File: src/sv/bpd_pkg.sv
`timescale 1ns / 1ps
`default_nettype none

package bpd_pkg;

    // Default number of entries the list can hold.
    localparam int BPD_CAPACITY = 256;

    // Field widths of one request and one result.
    localparam int OP_W     = 3;
    localparam int BYTE_W   = 8;
    localparam int ENTRY_W  = 3 * BYTE_W;
    localparam int STATUS_W = 2;
    localparam int OCC_W    = 9;
    localparam int IN_W     = 40;
    localparam int OUT_W    = 40;

    // Operation codes.
    localparam logic [OP_W-1:0] OP_INS_HEAD = 3'd0;
    localparam logic [OP_W-1:0] OP_INS_TAIL = 3'd1;
    localparam logic [OP_W-1:0] OP_RM_HEAD  = 3'd2;
    localparam logic [OP_W-1:0] OP_RM_TAIL  = 3'd3;
    localparam logic [OP_W-1:0] OP_RD_HEAD  = 3'd4;
    localparam logic [OP_W-1:0] OP_RD_TAIL  = 3'd5;
    localparam logic [OP_W-1:0] OP_RD_INDEX = 3'd6;

    // Result status codes.
    localparam logic [STATUS_W-1:0] ST_OK    = 2'd0;
    localparam logic [STATUS_W-1:0] ST_FULL  = 2'd1;
    localparam logic [STATUS_W-1:0] ST_EMPTY = 2'd2;
    localparam logic [STATUS_W-1:0] ST_RANGE = 2'd3;

    // Memory address selection codes.
    localparam int ASEL_W = 3;
    localparam logic [ASEL_W-1:0] ASEL_HEAD      = 3'd0;
    localparam logic [ASEL_W-1:0] ASEL_HEAD_PREV = 3'd1;
    localparam logic [ASEL_W-1:0] ASEL_TAIL_NEW  = 3'd2;
    localparam logic [ASEL_W-1:0] ASEL_TAIL      = 3'd3;
    localparam logic [ASEL_W-1:0] ASEL_INDEX     = 3'd4;

    // Commands from the controller to the datapath.
    typedef struct packed {
        logic                load;
        logic                exec;
        logic                wr_en;
        logic [ASEL_W-1:0]   addr_sel;
        logic                head_inc;
        logic                head_dec;
        logic                cnt_inc;
        logic                cnt_dec;
        logic                rd_hit;
        logic [STATUS_W-1:0] status;
    } t_cmd;

    // Status from the datapath to the controller.
    typedef struct packed {
        logic [OP_W-1:0] op;
        logic            empty;
        logic            full;
        logic            pos_oob;
    } t_stat;

endpackage

`default_nettype wire

File: src/sv/bpd_ctrl.sv
`timescale 1ns / 1ps
`default_nettype none

module bpd_ctrl
    import bpd_pkg::*;
(
    input  wire   i_clk,
    input  wire   i_rst_n,
    input  wire   i_s_valid,
    output logic  o_s_ready,
    output logic  o_m_valid,
    input  wire   i_m_ready,
    input  t_stat i_stat,
    output t_cmd  o_cmd
);

    localparam logic [1:0] S_IDLE = 2'd0;
    localparam logic [1:0] S_EXEC = 2'd1;
    localparam logic [1:0] S_OUT  = 2'd2;

    logic [1:0] r_state;
    logic [1:0] n_state;

    // Sequencer: take a request, run it against the store, hold the result.
    always_comb begin
        n_state = r_state;
        unique case (r_state)
            S_IDLE: begin
                if (i_s_valid) begin
                    n_state = S_EXEC;
                end
            end
            S_EXEC: begin
                n_state = S_OUT;
            end
            S_OUT: begin
                if (i_m_ready) begin
                    n_state = S_IDLE;
                end
            end
            default: begin
                n_state = S_IDLE;
            end
        endcase
    end

    always_ff @(posedge i_clk) begin
        if (!i_rst_n) begin
            r_state <= S_IDLE;
        end else begin
            r_state <= n_state;
        end
    end

    assign o_s_ready = (r_state == S_IDLE);
    assign o_m_valid = (r_state == S_OUT);

    // Operation decode, qualified by the list's full, empty and range flags.
    always_comb begin
        o_cmd          = '0;
        o_cmd.addr_sel = ASEL_HEAD;
        o_cmd.status   = ST_OK;
        o_cmd.load     = (r_state == S_IDLE) && i_s_valid;
        o_cmd.exec     = (r_state == S_EXEC);
        if (r_state == S_EXEC) begin
            unique case (i_stat.op)
                OP_INS_HEAD: begin
                    if (i_stat.full) begin
                        o_cmd.status = ST_FULL;
                    end else begin
                        o_cmd.wr_en    = 1'b1;
                        o_cmd.addr_sel = ASEL_HEAD_PREV;
                        o_cmd.head_dec = 1'b1;
                        o_cmd.cnt_inc  = 1'b1;
                    end
                end
                OP_INS_TAIL: begin
                    if (i_stat.full) begin
                        o_cmd.status = ST_FULL;
                    end else begin
                        o_cmd.wr_en    = 1'b1;
                        o_cmd.addr_sel = ASEL_TAIL_NEW;
                        o_cmd.cnt_inc  = 1'b1;
                    end
                end
                OP_RM_HEAD: begin
                    if (i_stat.empty) begin
                        o_cmd.status = ST_EMPTY;
                    end else begin
                        o_cmd.head_inc = 1'b1;
                        o_cmd.cnt_dec  = 1'b1;
                    end
                end
                OP_RM_TAIL: begin
                    if (i_stat.empty) begin
                        o_cmd.status = ST_EMPTY;
                    end else begin
                        o_cmd.cnt_dec = 1'b1;
                    end
                end
                OP_RD_HEAD: begin
                    if (i_stat.empty) begin
                        o_cmd.status = ST_EMPTY;
                    end else begin
                        o_cmd.addr_sel = ASEL_HEAD;
                        o_cmd.rd_hit   = 1'b1;
                    end
                end
                OP_RD_TAIL: begin
                    if (i_stat.empty) begin
                        o_cmd.status = ST_EMPTY;
                    end else begin
                        o_cmd.addr_sel = ASEL_TAIL;
                        o_cmd.rd_hit   = 1'b1;
                    end
                end
                OP_RD_INDEX: begin
                    if (i_stat.empty) begin
                        o_cmd.status = ST_EMPTY;
                    end else if (i_stat.pos_oob) begin
                        o_cmd.status = ST_RANGE;
                    end else begin
                        o_cmd.addr_sel = ASEL_INDEX;
                        o_cmd.rd_hit   = 1'b1;
                    end
                end
                default: begin
                    o_cmd.status = ST_OK;
                end
            endcase
        end
    end

    // An accepted request is executed in the very next cycle.
    a_accept_exec: assert property (@(posedge i_clk) disable iff (!i_rst_n)
        (o_s_ready && i_s_valid) |=> (r_state == S_EXEC))
        else $error("accepted request not executed");

    // Execution always leads to a pending result.
    a_exec_out: assert property (@(posedge i_clk) disable iff (!i_rst_n)
        (r_state == S_EXEC) |=> o_m_valid)
        else $error("execution did not produce a result");

    // Input and output are never open in the same cycle.
    a_one_side: assert property (@(posedge i_clk) disable iff (!i_rst_n)
        !(o_s_ready && o_m_valid))
        else $error("ready and result valid together");

endmodule

`default_nettype wire

File: config.mk
export PLATFORM = sky130hd
export DESIGN_NAME = bpd_ctrl
export DESIGN_NICKNAME = d
export VERILOG_FILES = /design/src/sv/bpd_pkg.sv /design/src/sv/bpd_ctrl.sv
export SDC_FILE = /design/constraint.sdc
export NUM_CORES = 1
export LEC_CHECK = 0
export ABC_AREA = 1
export BUFFER_PORTS_ARGS = -buffer_cell sky130_fd_sc_hd__buf_2
export CORE_AREA = 2 2 39 41
export CTS_BUF_LIST = sky130_fd_sc_hd__clkbuf_2
export DETAILED_ROUTE_END_ITERATION = 8
export DIE_AREA = 0 0 41 43
export PLACE_DENSITY = 0.49
export SETUP_SLACK_MARGIN = 0.4
export SLEW_MARGIN = 40
export SYNTH_ARGS = -nofsm -noshare
export SYNTH_HDL_FRONTEND = slang
export SYNTH_SLANG_ARGS = --single-unit
export TNS_END_PERCENT = 20
File: constraint.sdc
create_clock -name i_clk -period 2.2 [get_ports i_clk]
set_input_delay 0.22 -clock i_clk [delete_from_list [all_inputs] [get_ports i_clk]]
set_output_delay 0.22 -clock i_clk [all_outputs]
set_load 0.01 [all_outputs]
==> flow_summary.json, run 1 <==
{
  "outcome": "completed",
  "rsz0062_at_grt": "no",
  "final_util": 0.316,
  "dieArea_um2": 1760,
  "worst_slack_ns": 0.836,
  "grt_pass1_vias": 320,
  "drtPass1Iterations": 2,
  "syn_nets": 62,
  "combPwrFrac": 0.353,
  "netlist_instances": 52,
  "holdPathEnd": "r_state[0]",
  "maxCapViolCount": 0,
  "clockBufferDepth": 2,
  "grt_remaining_overflow": 0,
  "setup_viol": 0,
  "async_flop_share": 0,
  "drive_gt1_frac": 0.462,
  "leakage_nw": 0.299,
  "largest_register_ffs": 2,
  "tightest_slew_ns": 0.223,
  "grt_usage": 0.0932,
  "routed_wl_um": 775,
  "p_per_area_nw_per_um2": 355,
  "r2r_cells": 4,
  "synth_seq_cells": 2,
  "grt_max_degree": 7,
  "max_freq_mhz": 733,
  "avgSynthCellArea_um2": 5.56,
  "ios": 25,
  "clockPowerShare": 0.375,
  "endpoint_kind": "primary output",
  "dp_hpwl_um": 646,
  "clock-sinks": 2,
  "num-nets-final": 90,
  "slew_violations": 0,
  "cts_hold_buf": 0,
  "fillers": 165,
  "hold_viol": 0,
  "die_h_um": 43,
  "cts_root_buf": "clkbuf_2",
  "layout_commonest_cell": "buf_2",
  "synth-warning-count": 0,
  "fin_crit_ns": 1.36,
  "drtAntennaViolNets": 0,
  "row_count": 14,
  "dr_total_vias": 385,
  "synth_enable_flop_cells": 0,
  "numCtsBuffers": 3,
  "drcViolationCount": 0,
  "max-vdd-ir-drop_uv": 214,
  "cp_max_fo": 5,
  "antenna_cells": 0,
  "start_util": 0.209,
  "io_buffers": 24,
  "die_width_um": 41,
  "cts_tree": "yes",
  "antenna_found_initial": 0,
  "clk_latency_ns": 0.19,
  "hold_class": "input port to flop",
  "top_register": "r_state",
  "placed_area_um2": 422,
  "skew_ns": 0.00217,
  "cts_setup_buffers": 0,
  "hp-start": "i_s_valid",
  "synth_area_um2": 289,
  "wire_per_inst_um": 8.24,
  "switchingPower_w": 0.0000584,
  "stdcell_area_um2": 437,
  "drt-initial-drc-count": 2,
  "crit_type": "flop to primary output",
  "rr_endpoint": "r_state[1]",
  "place_ws_ns": 1.04,
  "cp_data_required_time_ns": 1.98,
  "switching_share": 0.377,
  "coreArea_um2": 1380,
  "finalCritPeriodShare": 0.620,
  "pwr-share-seq": 0.272,
  "critPathArrivalTime_ns": 1.14,
  "cts_resized": 0,
  "clk_pin_slew_ns": 0.03,
  "worst_setup_path_start_kind": "flop",
  "hold-path-cell-count": 3,
  "grt_pass1_wl_mm": 1.09,
  "slew_headroom": 0.851,
  "fin_tns_setup_ns": 0,
  "yosysSeqAreaShare": 0.139,
  "r2r-start": "r_state[1]",
  "ys.flop_type": "dfxtp_1",
  "reg_top3": "r_state: 2 flops",
  "gp_congestion": 0.650,
  "cts-htree-levels": 1,
  "synth.distinct_cells": 16,
  "internal_power_w": 0.0000965,
  "rrSetupSlack_ns": 1.39,
  "layout_common_cells": "buf_2 (24), nand2_1 (12), nor2_1 (10)",
  "areaGrowthSynthToFinish_pct": 51.1,
  "vias_per_cell": 4.10
}
power by group through the flow:
stage / clock network, W / logic (W) / registers [W]
6_report: 0.0000581 / 0.0000547 / 0.0000421
3_3_place_gp: 0 / 0.0000556 / 0.0000424
3_5_place_dp: 0 / 0.0000554 / 0.0000425
5_1_grt: 0.0000622 / 0.0000610 / 0.0000426
2_1_floorplan: 0 / 0.0000324 / 0.0000419
4_1_cts: 0.0000631 / 0.0000556 / 0.0000420
how the worst max path moves through the flow:
stage | startpoint | to | slack (ns) | depth (start not counted)
6_report | r_state[0] | o_cmd[4] | 0.84 | 5
5_1_grt | r_state[0] | o_cmd[4] | 0.74 | 5
3_5_place_dp | r_state[0] | o_cmd[4] | 1.04 | 5
2_1_floorplan | r_state[0] | o_cmd[10] | 1.05 | 5
3_3_place_gp | r_state[1] | o_cmd[8] | 1.04 | 6
4_1_cts | r_state[0] | o_cmd[4] | 0.81 | 5
Yosys cell counts (2+ instances only):
library cell | instances | area, um^2
inv_2 | 2 | 7.51
dfxtp_1 | 2 | 40.0
nand2_4 | 2 | 22.5
a21oi_1 | 2 | 10.0
nor2_1 | 10 | 37.5
nand3_1 | 4 | 20.0
nor3_1 | 2 | 10.0
inv_1 | 9 | 33.8
nand2_1 | 12 | 45.0
logic make-up after synthesis:
family          after synthesis  synth area share
flops                         2             0.139
simple gates                 34             0.597
compound gates                3            0.0649
buf+inv                      13             0.199
through the flow:
stage,hold slack [ns],std cells,power (W)
2_1_floorplan,0.352,52,0.0000744
3_3_place_gp,0.471,91,0.0000980
3_5_place_dp,0.474,91,0.0000979
4_1_cts,0.259,94,0.000161
5_1_grt,0.283,94,0.000166
6_report,0.274,94,0.000155
final cells by class:
cell class	instances	area, um^2	share of cell area
Multi-Input combinational cell	37	191	0.438
Timing Repair Buffer	24	120	0.275
Inverter	12	50.0	0.115
Sequential cell	2	40.0	0.0917
Tap cell	16	20.0	0.0458
Clock buffer	3	15.0	0.0344
worst max-delay path: stages (launching register included):
cell	delay (ns)
dfxtp_1	0.43
nand2_4	0.12
nor2_4	0.10
nand3_2	0.08
nand2_1	0.09
buf_2	0.13
routing by layer:
metal,share of wire,GRT usage
met5,0,0
met4,0,0.0800
met3,0.12,0.0157
met2,0.48,0.156
met1,0.40,0.0895
Note: power is estimated with default switching activity, not from simulation.
==> inputs of run 2 (changes only) <==
- ABC_AREA: 1 -> 0
- clock period: 2.2 -> 1.1 ns (I/O delays scaled with it)
==> run 2 against run 1 <==
Effect of this change:
- flip-flop and latch count did not move
- die area did not move
- highest routed layer unchanged
- critical path depth fell by 1
- global-route usage rose by 1.7 points
- the run now ends with negative setup slack left
- cell area rose by 20%
- largest power group is now combinational logic
- total power rose by 120%
- via count rose by 2.9%
==> flow_summary.json, run 2 <==
{
  "async_flop_share": 0,
  "num-nets-final": 78,
  "maxCapViolCount": 0,
  "dieArea_um2": 1760,
  "start_util": 0.193,
  "synth_area_leaders": "dfxtp_1 (15%), and3_1 (9.3%), nor2b_1 (9.3%)",
  "largest_register_ffs": 2,
  "grt_usage": 0.110,
  "drt-initial-drc-count": 1,
  "drtAntennaViolNets": 0,
  "finalCritPeriodShare": 1.13,
  "wl_met3_um": 102,
  "fin_crit_ns": 1.25,
  "combPwrFrac": 0.419,
  "worst_slack_ns": -0.147,
  "path_buf_inv": 1,
  "hold_class": "input port to flop",
  "areaGrowthSynthToFinish_pct": 95.8,
  "skew_ns": 0.000349,
  "cp_cell_sequence": "nand2b_4 > nor4_4 > nor2b_4 > buf_6",
  "avgSynthCellArea_um2": 7.44,
  "synth-warning-count": 0,
  "max-vdd-ir-drop_uv": 453,
  "routed_wl_um": 834,
  "highest_layer": "met3",
  "drcViolationCount": 0,
  "row_count": 14,
  "die_width_um": 41,
  "layout_commonest_cell": "buf_2",
  "gp_congestion": 0.603,
  "synth_area_leader_cell": "dfxtp_1",
  "wire_per_inst_um": 10.2,
  "cp_data_required_time_ns": 0.99,
  "cts-htree-levels": 1,
  "grt_pass1_vias": 339,
  "switching_share": 0.355,
  "max_freq_mhz": 802,
  "clockPowerShare": 0.335,
  "drive_gt1_frac": 0.682,
  "antenna_found_initial": 0,
  "internal_power_w": 0.000219,
  "cp_max_fo": 7,
  "clock-sinks": 2,
  "critPathArrivalTime_ns": 1.14,
  "tightest_slew_ns": 0.241,
  "rsz0062_at_grt": "yes",
  "setup_viol": 10,
  "endpoint_kind": "primary output",
  "synth.distinct_cells": 21,
  "cts_root_buf": "clkbuf_2",
  "synth_top_area_share": 0.150,
  "vias_per_cell": 4.83,
  "pwr-share-seq": 0.245,
  "grt_pass1_wl_mm": 1.35,
  "worst_setup_path_start_kind": "flop",
  "antenna_cells": 0,
  "violations": "negative setup slack",
  "numCtsBuffers": 3,
  "layout_common_cells": "buf_2 (20), buf_6 (5), buf_4 (5)",
  "hold_viol": 0,
  "dr_total_vias": 396,
  "slew_headroom": 0.839,
  "synth.top_cells.by_count": "and3_1 (4), nor2b_1 (4), a21oi_1 (3), inv_1 (3), nor2_1 (3)",
  "drtPass1Iterations": 4,
  "coreArea_um2": 1380,
  "cts_hold_buf": 0,
  "crit_family": "simple AND/OR/NAND/NOR gates",
  "syn_nets": 46,
  "fin_tns_setup_ns": -1.08,
  "leakage_nw": 0.277,
  "switchingPower_w": 0.000120,
  "top_register": "r_state",
  "crit_type": "flop to primary output",
  "cpPeakStageDelay_ns": 0.31,
  "outcome": "complete, but fails checks",
  "p_per_area_nw_per_um2": 648,
  "cts_tree": "yes",
  "slew_violations": 0,
  "grt_remaining_overflow": 0,
  "drt-met1-wl_um": 328,
  "netlist_instances": 36,
  "ys.flop_type": "dfxtp_1",
  "clk_latency_ns": 0.19,
  "synth_seq_cells": 2,
  "clk_pin_slew_ns": 0.03,
  "io_buffers": 24,
  "slowest_stage": "dfxtp_2",
  "ios": 25,
  "clockBufferDepth": 2,
  "dp_hpwl_um": 643,
  "met2RoutedLength_um": 403,
  "die_h_um": 43,
  "synth_enable_flop_cells": 0,
  "synth_area_um2": 268,
  "grt_max_degree": 10,
  "yosysSeqAreaShare": 0.150,
  "reg_top3": "r_state: 2 flops",
  "total_power_w": 0.000340
}
[run 2: final cells by class]
| type | instances | area [um^2] |
|---|---|---|
| multi-input cells | 28 | 241 |
| inverters | 3 | 11.3 |
| fillers | 156 | 860 |
| well taps | 16 | 20.0 |
| flip-flops and latches | 2 | 42.5 |
| repair buffers | 30 | 194 |
| clock buffers | 3 | 15.0 |
[run 2: cells by family after synthesis]
family	synth area share
compound gates	0.220
simple gates	0.514
buf+inv	0.117
flops	0.150
[run 2: what timing repair did]
action                                  CTS  global route
pin swaps                                 1             0
endpoints found under the setup margin   17            17
buffers inserted                          1             0
gates resized for setup                   9             2
[run 2: path summary, 6_finish.rpt]
kind	startpoint	depth (start not counted)	endpoint	slack, ns
max reg2reg	r_state[1]	4	r_state[1]	0.13
min	i_rst_n	2	r_state[1]	0.15
max	r_state[1]	4	o_cmd[5]	-0.15
min reg2reg	r_state[0]	2	r_state[0]	0.63
[run 2: power by group through the flow]
| stage | clock network (W) | registers (W) | logic, W |
|---|---|---|---|
| 2_1_floorplan | 0 | 0.0000826 | 0.0000719 |
| 3_3_place_gp | 0 | 0.0000828 | 0.000132 |
| 3_5_place_dp | 0 | 0.0000830 | 0.000132 |
| 4_1_cts | 0.000122 | 0.0000828 | 0.000143 |
| 5_1_grt | 0.000133 | 0.0000837 | 0.000157 |
| 6_report | 0.000114 | 0.0000833 | 0.000142 |
[run 2: metrics by stage]
| step | setup slack, ns | utilization | instances | hold slack (ns) | cell area [um^2] |
|---|---|---|---|---|---|
| after floorplan | 0.0631 | - | 36 | 0.228 | 304 |
| after global placement | -0.0206 | 0.334 | 78 | 0.333 | 462 |
| after detailed placement | -0.0224 | 0.334 | 78 | 0.332 | 462 |
| after CTS | -0.173 | 0.375 | 82 | 0.126 | 519 |
| after global routing | -0.240 | 0.379 | 82 | 0.133 | 524 |
| final | -0.147 | 0.379 | 82 | 0.149 | 524 |
[run 2: worst register-to-register path: cells and delay by family (launching register included)]
family          cells  cell delay, ns
compound gates      1            0.16
buf+inv             1            0.13
flops               1            0.31
simple gates        2            0.27
[run 2: routing by layer]
metal,vias to the layer above,GRT usage
li1,194,-
met1,181,0.128
met2,21,0.169
met3,0,0.0366
met4,0,0.0600
met5,-,0
